==> src/rtl/alt_pkg.sv <==
`timescale 1ns / 1ps
// ----------------------------------------------------------------------------
// alt_pkg: shared types and constants for the array list table
// Payload structs, operation and status codes, controller/datapath links.
// ----------------------------------------------------------------------------
package alt_pkg;

	localparam int DEPTH_DEF = 64;   // default list capacity
	localparam int CW        = 7;    // count / position width
	localparam int IW        = 6;    // index width
	localparam int VW        = 32;   // entry width

	typedef enum logic [1:0] {
		ACT_INSERT  = 2'd0,
		ACT_DELETE  = 2'd1,
		ACT_SEARCH  = 2'd2,
		ACT_DISPLAY = 2'd3
	} act_t;

	typedef enum logic [2:0] {
		ST_OK       = 3'd0,
		ST_BADPOS   = 3'd1,
		ST_FULL     = 3'd2,
		ST_NOTFOUND = 3'd3,
		ST_EMPTY    = 3'd4
	} status_t;

	typedef struct packed {
		act_t                  action;
		logic signed [VW-1:0]  value;
		logic [CW-1:0]         position;
	} in_item_t;

	typedef struct packed {
		status_t               status;
		logic [IW-1:0]         index;
		logic signed [VW-1:0]  entry_value;
		logic [CW-1:0]         fill_count;
		logic                  last;
	} out_item_t;

	// controller -> datapath
	typedef struct packed {
		logic    capture;   // latch input item
		logic    init;      // set up walk pointer/remaining
		logic    walk;      // one walk step (read next, write pending on moves)
		logic    put_val;   // write new value at position, count up
		logic    drop;      // count down
		logic    emit;      // load output register
		status_t code;
		logic    use_idx;
		logic    use_val;
		logic    last;
	} cmd_t;

	// datapath -> controller
	typedef struct packed {
		act_t act;
		logic ins_ok;
		logic full;
		logic del_ok;
		logic empty;
		logic rem_zero;
		logic pend;
		logic hit;
		logic slot_free;
	} stat_t;

endpackage

==> src/rtl/alt_ram.sv <==
`timescale 1ns / 1ps
// ----------------------------------------------------------------------------
// alt_ram: generic simple dual-port RAM
// One write port, one read port with registered read data.
// ----------------------------------------------------------------------------
module alt_ram #(
	parameter int WIDTH = 32,
	parameter int DEPTH = 64,
	parameter int AW    = (DEPTH > 1) ? $clog2(DEPTH) : 1
) (
	input  logic             clk,
	input  logic             we,
	input  logic [AW-1:0]    waddr,
	input  logic [WIDTH-1:0] wdata,
	input  logic             re,
	input  logic [AW-1:0]    raddr,
	output logic [WIDTH-1:0] rdata
);

	logic [WIDTH-1:0] mem [DEPTH];

	always_ff @(posedge clk) begin
		if (we) begin
			mem[waddr] <= wdata;
		end
		if (re) begin
			rdata <= mem[raddr];
		end
	end

endmodule

==> src/rtl/alt_dp.sv <==
`timescale 1ns / 1ps
// ----------------------------------------------------------------------------
// alt_dp: array list datapath
// Item registers, fill count, walk pointer, entry RAM and output register.
// ----------------------------------------------------------------------------
module alt_dp #(
	parameter int DEPTH = alt_pkg::DEPTH_DEF
) (
	input  logic               clk,
	input  logic               arst_n,
	input  alt_pkg::in_item_t  in_data,
	input  alt_pkg::cmd_t      cmd,
	output alt_pkg::stat_t     stat,
	output logic               out_valid,
	input  logic               out_ready,
	output alt_pkg::out_item_t out_data
);
	import alt_pkg::*;

	localparam int AW = (DEPTH > 1) ? $clog2(DEPTH) : 1;

	act_t                 act_q;
	logic signed [VW-1:0] val_q;
	logic [CW-1:0]        pos_q;
	logic [CW-1:0]        count_q;
	logic [CW-1:0]        ptr_q;
	logic [CW-1:0]        rem_q;
	logic [CW-1:0]        tag_q;
	logic                 pend_q;
	logic                 out_valid_q;
	out_item_t            out_q;

	logic [VW-1:0]        rdata;
	logic                 mv;
	logic                 rd_en;
	logic                 wr_en;
	logic [AW-1:0]        waddr;
	logic [VW-1:0]        wdata;
	logic                 slot_free;

	assign mv        = (act_q == ACT_INSERT) || (act_q == ACT_DELETE);
	assign rd_en     = cmd.walk && (rem_q != '0);
	assign wr_en     = (cmd.walk && pend_q && mv) || cmd.put_val;
	assign waddr     = cmd.put_val ? pos_q[AW-1:0] : tag_q[AW-1:0];
	assign wdata     = cmd.put_val ? val_q : rdata;
	assign slot_free = !out_valid_q || out_ready;

	alt_ram #(
		.WIDTH(VW),
		.DEPTH(DEPTH)
	) u_ram (
		.clk  (clk),
		.we   (wr_en),
		.waddr(waddr),
		.wdata(wdata),
		.re   (rd_en),
		.raddr(ptr_q[AW-1:0]),
		.rdata(rdata)
	);

	// item capture
	always_ff @(posedge clk) begin
		if (cmd.capture) begin
			act_q <= in_data.action;
			val_q <= in_data.value;
			pos_q <= in_data.position;
		end
	end

	// walk pointer: insert runs downward from the top entry, others upward
	always_ff @(posedge clk) begin
		if (cmd.init) begin
			case (act_q)
				ACT_INSERT: begin
					ptr_q <= count_q - CW'(1);
					rem_q <= count_q - pos_q;
				end
				ACT_DELETE: begin
					ptr_q <= pos_q + CW'(1);
					rem_q <= count_q - pos_q - CW'(1);
				end
				default: begin
					ptr_q <= '0;
					rem_q <= count_q;
				end
			endcase
		end else if (rd_en) begin
			rem_q <= rem_q - CW'(1);
			case (act_q)
				ACT_INSERT: begin
					ptr_q <= ptr_q - CW'(1);
					tag_q <= ptr_q + CW'(1);
				end
				ACT_DELETE: begin
					ptr_q <= ptr_q + CW'(1);
					tag_q <= ptr_q - CW'(1);
				end
				default: begin
					ptr_q <= ptr_q + CW'(1);
					tag_q <= ptr_q;
				end
			endcase
		end
	end

	always_ff @(posedge clk or negedge arst_n) begin
		if (!arst_n) begin
			pend_q  <= 1'b0;
			count_q <= '0;
		end else begin
			if (cmd.init) begin
				pend_q <= 1'b0;
			end else if (cmd.walk) begin
				pend_q <= rd_en;
			end
			if (cmd.put_val) begin
				count_q <= count_q + CW'(1);
			end else if (cmd.drop) begin
				count_q <= count_q - CW'(1);
			end
		end
	end

	// output register
	always_ff @(posedge clk or negedge arst_n) begin
		if (!arst_n) begin
			out_valid_q <= 1'b0;
		end else if (cmd.emit) begin
			out_valid_q <= 1'b1;
		end else if (out_ready) begin
			out_valid_q <= 1'b0;
		end
	end

	always_ff @(posedge clk) begin
		if (cmd.emit) begin
			out_q.status      <= cmd.code;
			out_q.index       <= cmd.use_idx ? tag_q[IW-1:0] : '0;
			out_q.entry_value <= cmd.use_val ? rdata : '0;
			out_q.fill_count  <= count_q;
			out_q.last        <= cmd.last;
		end
	end

	assign out_valid = out_valid_q;
	assign out_data  = out_q;

	always_comb begin
		stat.act       = act_q;
		stat.ins_ok    = pos_q <= count_q;
		stat.full      = count_q == CW'(DEPTH);
		stat.del_ok    = pos_q < count_q;
		stat.empty     = count_q == '0;
		stat.rem_zero  = rem_q == '0;
		stat.pend      = pend_q;
		stat.hit       = pend_q && (rdata == val_q);
		stat.slot_free = slot_free;
	end

	a_count_bound: assert property (@(posedge clk) disable iff (!arst_n)
		count_q <= CW'(DEPTH))
		else $error("fill count beyond capacity");

	a_put_not_full: assert property (@(posedge clk) disable iff (!arst_n)
		cmd.put_val |-> (count_q < CW'(DEPTH)))
		else $error("value written into a full list");

	a_emit_free: assert property (@(posedge clk) disable iff (!arst_n)
		cmd.emit |-> slot_free)
		else $error("output register overwritten before transfer");

	a_move_addr: assert property (@(posedge clk) disable iff (!arst_n)
		(cmd.walk && pend_q && mv) |-> (tag_q < CW'(DEPTH)))
		else $error("shift write outside the list");

endmodule

==> src/rtl/alt_ctrl.sv <==
`timescale 1ns / 1ps
// ----------------------------------------------------------------------------
// alt_ctrl: array list controller
// Sequences decode, shift walks, search scan, display and result transfers.
// ----------------------------------------------------------------------------
module alt_ctrl (
	input  logic           clk,
	input  logic           arst_n,
	input  logic           in_valid,
	output logic           in_ready,
	input  alt_pkg::stat_t stat,
	output alt_pkg::cmd_t  cmd
);
	import alt_pkg::*;

	typedef enum logic [7:0] {
		S_IDLE   = 8'b0000_0001,
		S_DECODE = 8'b0000_0010,
		S_MOVE   = 8'b0000_0100,
		S_FILL   = 8'b0000_1000,
		S_SCAN   = 8'b0001_0000,
		S_DREAD  = 8'b0010_0000,
		S_DEMIT  = 8'b0100_0000,
		S_RESP   = 8'b1000_0000
	} state_t;

	state_t  state_q, state_d;
	status_t code_q, code_d;
	logic    found_q, found_d;

	always_comb begin
		state_d     = state_q;
		code_d      = code_q;
		found_d     = found_q;
		in_ready    = 1'b0;
		cmd         = '0;
		cmd.code    = ST_OK;
		case (state_q)
			S_IDLE: begin
				in_ready = 1'b1;
				if (in_valid) begin
					cmd.capture = 1'b1;
					state_d     = S_DECODE;
				end
			end
			S_DECODE: begin
				found_d = 1'b0;
				code_d  = ST_OK;
				case (stat.act)
					ACT_INSERT: begin
						if (!stat.ins_ok) begin
							code_d  = ST_BADPOS;
							state_d = S_RESP;
						end else if (stat.full) begin
							code_d  = ST_FULL;
							state_d = S_RESP;
						end else begin
							cmd.init = 1'b1;
							state_d  = S_MOVE;
						end
					end
					ACT_DELETE: begin
						if (!stat.del_ok) begin
							code_d  = ST_BADPOS;
							state_d = S_RESP;
						end else begin
							cmd.init = 1'b1;
							state_d  = S_MOVE;
						end
					end
					ACT_SEARCH: begin
						cmd.init = 1'b1;
						state_d  = S_SCAN;
					end
					default: begin
						if (stat.empty) begin
							code_d  = ST_EMPTY;
							state_d = S_RESP;
						end else begin
							cmd.init = 1'b1;
							state_d  = S_DREAD;
						end
					end
				endcase
			end
			S_MOVE: begin
				if (stat.rem_zero && !stat.pend) begin
					if (stat.act == ACT_INSERT) begin
						state_d = S_FILL;
					end else begin
						cmd.drop = 1'b1;
						state_d  = S_RESP;
					end
				end else begin
					cmd.walk = 1'b1;
				end
			end
			S_FILL: begin
				cmd.put_val = 1'b1;
				state_d     = S_RESP;
			end
			S_SCAN: begin
				if (stat.hit) begin
					found_d = 1'b1;
					state_d = S_RESP;
				end else if (stat.rem_zero && !stat.pend) begin
					code_d  = ST_NOTFOUND;
					state_d = S_RESP;
				end else begin
					cmd.walk = 1'b1;
				end
			end
			S_DREAD: begin
				cmd.walk = 1'b1;
				state_d  = S_DEMIT;
			end
			S_DEMIT: begin
				if (stat.slot_free) begin
					cmd.emit    = 1'b1;
					cmd.use_idx = 1'b1;
					cmd.use_val = 1'b1;
					cmd.last    = stat.rem_zero;
					if (stat.rem_zero) begin
						state_d = S_IDLE;
					end else begin
						cmd.walk = 1'b1;
					end
				end
			end
			S_RESP: begin
				if (stat.slot_free) begin
					cmd.emit    = 1'b1;
					cmd.code    = code_q;
					cmd.use_idx = found_q;
					cmd.last    = 1'b1;
					state_d     = S_IDLE;
				end
			end
			default: begin
				state_d = S_IDLE;
			end
		endcase
	end

	always_ff @(posedge clk or negedge arst_n) begin
		if (!arst_n) begin
			state_q <= S_IDLE;
			code_q  <= ST_OK;
			found_q <= 1'b0;
		end else begin
			state_q <= state_d;
			code_q  <= code_d;
			found_q <= found_d;
		end
	end

	a_walk_busy: assert property (@(posedge clk) disable iff (!arst_n)
		cmd.walk |-> !in_ready)
		else $error("walk step while accepting a new item");

	a_decode_after_capture: assert property (@(posedge clk) disable iff (!arst_n)
		cmd.capture |=> (state_q == S_DECODE))
		else $error("captured item not decoded");

endmodule

==> src/rtl/array_list_table.sv <==
`timescale 1ns / 1ps
// ----------------------------------------------------------------------------
// array_list_table: ordered list of signed 32-bit values with fill count
// Insert, delete, search and display over a single-port-walked entry RAM.
// ----------------------------------------------------------------------------
// An item is taken only while the block is idle and is finished before the
// next one is taken. A request can be rejected for a bad position, a full
// list or an empty display. The entry RAM does one read and one write per
// cycle, so a shift or scan moves one entry per clock, and a display emits
// one entry per cycle while the output register is free. A finished result
// waits in an output register; a new item can be taken while it waits, and
// the next result transfer then holds the controller until the slot frees.
// Stored entries are not cleared at reset; only the fill count is, and only
// entries below it are ever read.
// ----------------------------------------------------------------------------
module array_list_table #(
	parameter int DEPTH = alt_pkg::DEPTH_DEF
) (
	input  logic               clk,
	input  logic               arst_n,
	input  logic               in_valid,
	output logic               in_ready,
	input  alt_pkg::in_item_t  in_data,
	output logic               out_valid,
	input  logic               out_ready,
	output alt_pkg::out_item_t out_data
);
	import alt_pkg::*;

	cmd_t  cmd;    // controller commands
	stat_t stat;   // datapath status

	// controller: one-hot state machine, drives the walk and the transfers
	alt_ctrl u_ctrl (
		.clk     (clk),
		.arst_n  (arst_n),
		.in_valid(in_valid),
		.in_ready(in_ready),
		.stat    (stat),
		.cmd     (cmd)
	);

	// datapath: item registers, count, walk pointer, RAM, output register
	alt_dp #(
		.DEPTH(DEPTH)
	) u_dp (
		.clk      (clk),
		.arst_n   (arst_n),
		.in_data  (in_data),
		.cmd      (cmd),
		.stat     (stat),
		.out_valid(out_valid),
		.out_ready(out_ready),
		.out_data (out_data)
	);

endmodule
==> config.mk <==
export PLATFORM = sky130hd
export DESIGN_NAME = array_list_table
export DESIGN_NICKNAME = d
export VERILOG_FILES = /design/src/rtl/alt_pkg.sv /design/src/rtl/alt_ram.sv /design/src/rtl/alt_dp.sv /design/src/rtl/alt_ctrl.sv /design/src/rtl/array_list_table.sv
export SDC_FILE = /design/constraint.sdc
export NUM_CORES = 2
export LEC_CHECK = 0
export BUFFER_PORTS_ARGS = -buffer_cell sky130_fd_sc_hd__buf_2
export CORE_MARGIN = 10
export CORE_UTILIZATION = 31
export DETAILED_ROUTE_END_ITERATION = 10
export PLACE_DENSITY = 0.45
export SLEW_MARGIN = 20
export SYNTH_ARGS = -nofsm -noshare
export SYNTH_HDL_FRONTEND = slang
export SYNTH_SLANG_ARGS = --single-unit
==> constraint.sdc <==
create_clock -name clk -period 11.4 [get_ports clk]
set_input_delay 3.42 -clock clk [delete_from_list [all_inputs] [get_ports clk]]
set_output_delay 3.42 -clock clk [all_outputs]
set_load 0.03 [all_outputs]
After elaboration in Yosys (flattened, before gate mapping) --
Memories as Yosys holds them, arrays and structs flattened. A register that Yosys moved wholly into a read port is not among the register bits. Cells that the tools add are included.
Word-level totals: output and inout port bits 51, bits in writable memories 2048, memories kept 1, word-level logic and storage cells 141, input port bits 45, register bits 131
Memories:
- u_dp.u_ram.mem | depth 64, bits a word 32, rd ports 1, clocked after Yosys merged registers in 1, write ports 1, RTL line alt_ram.sv:20 | logic [WIDTH-1:0] mem [DEPTH];
Operators by class: bitwise logic cells 1, $add $sub $neg 8, eq/ne operators 21, reductions and logical operators 24, multiplexer cells 67, order comparisons 2
Operator list (count):
- 2-to-1 mux 8 bit | 12
- one-hot mux 8 bit (8 select lines) | 1
- 2-to-1 mux 7 bit | 7
- == test 32 bit | 1
- 2-to-1 mux 32 bit | 1
- one-hot mux 7 bit (2 select lines) | 2
- subtractor 7 x 1 -> 7 bit, second input constant | 4
- 2-to-1 mux 1 bit | 26
- one-hot mux 8 bit (3 select lines) | 1
- adder 7 x 1 -> 7 bit, second input constant | 3
- 2-to-1 mux 3 bit | 5
- logical NOT 7 bit | 2
- one-hot mux 6 bit (2 select lines) | 1
- != test 2 x 1 -> 1 bit, second input constant | 5
- nonzero test 2 bit | 5
- one-hot mux 3 bit (3 select lines) | 1
- == test 8 x 1 -> 1 bit, second input constant | 1
- == test 8 x 2 -> 1 bit, second input constant | 1
- == test 8 x 3 -> 1 bit, second input constant | 1
- == test 8 x 4 -> 1 bit, second input constant | 1
- == test 8 x 5 -> 1 bit, second input constant | 1
- == test 8 x 6 -> 1 bit, second input constant | 1
- == test 8 x 7 -> 1 bit, second input constant | 1
- == test 8 bit, second input constant | 1
- 24 further kinds | 38

Depth between registers and ports, before layout --
word-level depth 10, depth in mapped cells 13, depth with buffers taken out 12

By module --
A second synthesis with hierarchy kept.
Unflattened totals: cell total of the unflattened synthesis 3912, area total of the unflattened synthesis 85773.5 um^2
Modules (own cells, without submodules):
- alt_ram | area an instance 78835.6 um^2, times used 1, cells each 3324, seq. area each 62459.9 um^2
- alt_dp | area an instance 6142.1 um^2, times used 1, cells each 492, seq. area each 3498.4 um^2
- alt_ctrl | area an instance 795.8 um^2, times used 1, cells each 96, seq. area each 301.5 um^2

Worst setup path before layout --
No wires, ideal clock.
path kind in2reg, from input out_ready, to memory u_dp.u_ram.mem[17][0], enable pin, arrival time 6.143 ns, stages 9, setup time 0.421 ns, path slack 4.836 ns, buffers on the path 2, data required time 10.979 ns, path through nor2b_1 > and4b_1 > buf_2 > a21oi_1 > a21oi_2 > o21a_2 > a2bb2o_4 > buf_6 > nor2_1
Between the ends: word-level cells in the longest chain between the ends 8
RTL lines:
- from (decl) | RTL line array_list_table.sv:25 | input logic out_ready,
- logical OR 1 bit | RTL line alt_dp.sv:46 | assign slot_free = !out_valid_q || out_ready;
- 2-to-1 mux 1 bit | RTL line alt_ctrl.sv:118 | if (stat.slot_free) begin
- one-hot mux 1 bit (4 select lines) | RTL line alt_ctrl.sv:38 | case (state_q)
- logical AND 1 bit (2 in a row) | RTL line alt_dp.sv:43 | assign wr_en = (cmd.walk && pend_q && mv) || cmd.put_val;
- logical OR 1 bit | RTL line alt_dp.sv:43
- 2-to-1 mux 1 bit | RTL line alt_ram.sv:23 | if (we) begin
- 2-to-1 mux 1 bit (implied by the code) | RTL line alt_ram.sv:24 | mem[waddr] <= wdata;
- to (decl) | RTL line alt_ram.sv:20
No other way between the ends.

Worst setup path in the final report --
from register u_ctrl.state_q[1], to output in_ready
Between the ends: word-level cells in the longest chain between the ends 2
RTL lines:
- from (decl) | RTL line alt_ctrl.sv:27 | state_t state_q, state_d;
- from (signal assigned) | RTL line alt_ctrl.sv:151 | state_q <= state_d;
- == test 8 x 1 -> 1 bit | RTL line alt_ctrl.sv:38
- 2-to-1 mux 1 bit | RTL line alt_ctrl.sv:38
- to (decl) | RTL line array_list_table.sv:22 | output logic in_ready,
No other way between the ends.

==> summary.txt <==
Timing
  • Worst-Margin Slew: roughly 1.3 ns
  • Slew margin rel.: 0.159
  • Slew Limit Fails: 0
  • Crit share post-route: 0.533
  • Hold slack: 0.542 ns
  • Max Freq: approximately 160 MHz
  • Fin. Hold Viols: 0
  • Total Negative Setup Slacks: 0 ns
  • Fin Clk Skew: about 0.038 ns
  • RSZ-0062 raised after global routing: false
  • Final Critical Period: 6.08 ns
  • Final setup violation count: 0

Setup path
  • Worst setup EP type: output port
  • Critical-path top delay cell: or4_4
  • Reg-to-Reg Start: u_ctrl.state_q[1]
  • Worst EP required: approximately 8 ns
  • Worst-path fanout max: 5
  • Critical path origin: u_ctrl.state_q[1]
  • Cell family with most CP delay: simple AND/OR/NAND/NOR gates
  • CP peak stage delay: 0.59 ns
  • Worst Path Buf+Inv: 2
  • Crit start category: register
  • Crit path DAT: 2.66 ns
  • WS Path Type: register to output port
  • Ordered list of cells on the worst path: or4_4, nor3_2, nand3b_1, inv_1, buf_2

Logic synthesis
  • YS warnings: 0
  • Yosys reg bits: between 2000 and 2500
  • Post-synthesis adder-cell area fraction: 0.00240
  • Async set-reset flop share out of synthesis: 0.00950
  • Mapped Nets: between 4000 and 5000
  • Predominant post-synthesis flop cell: edfxtp_1
  • Largest family of logic cells by synthesized area: multiplexers
  • Simple-gate share of the synthesized area: 0.0290
  • Cell Area, Synth: ~87000 µm²
  • Syn_area_per_cell: ~19 µm²
  • Yosys cell types: 80
  • Post-synthesis compound-gate area fraction: 0.0534
  • Post-synthesis sequential area ratio: 0.765
  • Synth Area in XOR/XNOR: 0.00647
  • Post-synth EDFFs: approximately 2200
  • Cell count after synthesis: between 4000 and 5000
  • Mux contribution to synthesized area: 0.129

Flow run
  • Maxcap violations: 0

Global routing
  • Grt total ovfl: 0
  • Pin count of the biggest net entering global routing: around 120
  • Global-route wire length before repair: 366000 µm
  • Number of global-route vias before repair: ~44000
  • Total track usage: 0.171
  • Antenna violations before repair: 13

Clocking
  • Clk_lat worst skew: 0.89 ns
  • Post-CTS setup buffers: 0
  • Root Driver: clkbuf_16
  • Hold-fix buffers at CTS: 0
  • TritonCTS clock tree: yes
  • Max clock buf depth: 3
  • CTS H-tree depth: 4
  • Clock Pin Slew Worst Setup and Hold Paths: around 0.070 ns
  • CTS buffer count: roughly 230
  • PostCTS Resize Cnt: 0
  • Clk sink count: 2210

Detailed routing
  • Total Wirelength: about 270000 µm
  • Final ANT Viol Nets: 0
  • Vias: between 40000 and 50000
  • DRC violations left: 0
  • 1st-iter DRT viols: between 4000 and 5000
  • DR WL/cell: 30.7 µm
  • Via density: roughly 5.2
  • Pre-antenna DRT Iters: 5

Final layout
  • Filler cells: 25853
  • Footprint of the multi-input gates: around 20000 µm²
  • P&R area growth vs syn: 16.0%
  • Final core occ: 0.362
  • Sequential Area: 66300 µm²
  • Final #Nets: 4817
  • Share of layout cells above drive strength 1: 0.196

Placement
  • PortBufs: between 90 and 100
  • Post-DP HPWL: around 160000 µm
  • Placer Congestion: between 0.8 and 0.9

Status
  • Status: finished clean

Worst hold path
  • Hold Crit Class: register to register
  • HP Start: u_ctrl.code_q[0]

Power and ir drop
  • Share of power burned in registers: 0.456
  • PD cells: a little over 200 nW/µm²
  • Power share of the combinational group: 0.180
  • Switching Share: 0.288
  • Total power: around 21 mW
  • Pleak: approximately 32 nW
  • Max VDD drop: roughly 120 µV
  • Net Sw Power: 5.96 mW
  • Clock network fraction of total power: 0.364
  • Internal Pwr Total: ~15 mW

Die
  • Die ar.: around 300000 µm²
  • Die X: around 550 µm
  • Core Box Area: approximately 280000 µm²
  • IO Count: between 90 and 100
  • Num rows: between 150 and 200
  • Die extent in y: 549 µm
  • Starting Density: 0.312
-- Yosys cell counts, drive strengths merged (3+ instances only) --
cell type | count | area, µm²
o22ai | 117 | 732
nor4 | 33 | 213
xor2 | 11 | 96.3
o31ai | 4 | 30.0
a22oi | 4 | 45.1
nand4 | 12 | 75.1
mux2i | 490 | 4900
mux4 | 277 | 6240
and3 | 6 | 37.5
nand3 | 18 | 90.1
a2111oi | 4 | 41.3
nor2b | 16 | 100
o221ai | 239 | 2090
ha | 15 | 188
o211ai | 8 | 60.1
nand2 | 180 | 676
clkbuf | 142 | 533
a32oi | 3 | 41.3
a21oi | 213 | 1070
buf | 119 | 623
nor2 | 156 | 586
dfrtp | 20 | 500
nand3b | 6 | 48.8
or2 | 4 | 25.0
nor3 | 52 | 265
or3 | 6 | 37.5
o21ai | 25 | 125
a21o | 6 | 45.0
edfxtp | 2189 | 65700
and2 | 38 | 238
a31oi | 5 | 31.3
o21bai | 3 | 22.5
o21a | 3 | 23.8
inv | 26 | 97.6
a211oi | 8 | 60.1
xnor2 | 53 | 464
-- area by class of cell --
| type | count | area share |
|---|---|---|
| sequential | 2210 | 0.660 |
| tap | 3705 | 0.0462 |
| clock inverter | 135 | 0.0139 |
| inverter | 27 | 0.00106 |
| clock buffer | 291 | 0.0608 |
| antenna | 8 | 0.000199 |
| multi-input combinational | 2049 | 0.197 |
| timing repair buffer | 237 | 0.0212 |
-- cell usage in the layout (no fill, tap or decap), types with 15 or more instances in the layout --
cell / instances
o22ai_1: 117
xnor2_1: 53
o221ai_1: 239
clkinv_2: 41
nor2_4: 64
clkinv_1: 52
nand3_1: 18
buf_12: 26
nor3_1: 49
mux2i_1: 490
buf_2: 95
nor2_1: 92
inv_1: 25
dfrtp_1: 20
nor4_1: 30
o21ai_0: 17
buf_4: 103
edfxtp_1: 2189
nand2_1: 146
nand2_2: 20
clkbuf_16: 233
clkbuf_1: 52
mux4_2: 277
ha_1: 15
bufinv_16: 25
a21oi_1: 210
and2_1: 37
-- metrics by stage --
step | std cells | worst slack [ns] | instance area [µm²]
2_1_floorplan | 4547 | 4.84 | 86600
3_3_place_gp | 8196 | 4.48 | 92200
3_5_place_dp | 8205 | 4.48 | 92400
4_1_cts | 8631 | 5.25 | 99900
5_1_grt | 8655 | 5.17 | 100000
6_report | 8662 | 5.32 | 100000
-- sequential cells by signal, indices dropped and copies added (netlist names) --
| register | flops |
|---|---|
| u_dp.out_valid | 1 |
| u_dp.tag_q | 6 |
| u_dp.pos_q | 7 |
| u_ctrl.state_q | 8 |
| u_dp.u_ram.mem | 2048 |
| u_dp.val_q | 32 |
| u_dp.ptr_q | 6 |
| u_dp.act_q | 2 |
| u_ctrl.code_q | 3 |
| u_dp.pend_q | 1 |
| u_dp.count_q | 7 |
| u_ctrl.found_q | 1 |
| u_dp.u_ram.rdata | 32 |
| u_dp.rem_q | 7 |
| u_dp.out_data | 49 |
-- worst min-delay path: stages, from the launching register on --
cell and delay [ns]:
dfrtp_1 0.37, mux2i_1 0.08, nand2_1 0.06
-- power by group through the flow --
stage / Combinational, mW / Clock (mW) / Sequential [mW]
final: 3.72 / 7.54 / 9.44
after global routing: 3.91 / 8.02 / 9.44
after CTS: 3.74 / 7.70 / 9.43
after detailed placement: 3.73 / 0 / 9.60
after global placement: 3.72 / 0 / 9.60
after floorplan: 2.08 / 0 / 9.58
-- logic make-up (layout without fill, tap and decap cells) --
group                      Yosys count  after routing
buffers and inverters              288            690
DFF                               2210           2210
and+or+nand+nor                    538            538
adders and majority gates           16             16
AOI/OAI and AO/OA                  662            662
xor gates and xnor gates            64             64
other                                0              8
muxes                              769            769
-- final timing paths --
| path | endpoint | slack, ns | depth (start not counted) |
|---|---|---|---|
| min reg2reg | u_ctrl.code_q[0] | 0.54 | 2 |
| max | in_ready | 5.32 | 5 |
| max reg2reg | u_dp.u_ram.mem[60][26] | 5.90 | 5 |
| min in group asynchronous | u_dp.out_valid | 2.51 | 1 |
| max in group asynchronous | u_dp.count_q[0] | 8.52 | 1 |
| min | u_ctrl.code_q[0] | 0.54 | 2 |
-- routing by layer --
metal / wire [µm] / GRT usage
met1: 128000 / 0.265
met2: 115000 / 0.250
met3: 15700 / 0.0257
met4: 6300 / 0.0410
met5: 0 / 0
No activity file was read; power rests on OpenSTA's default activity.
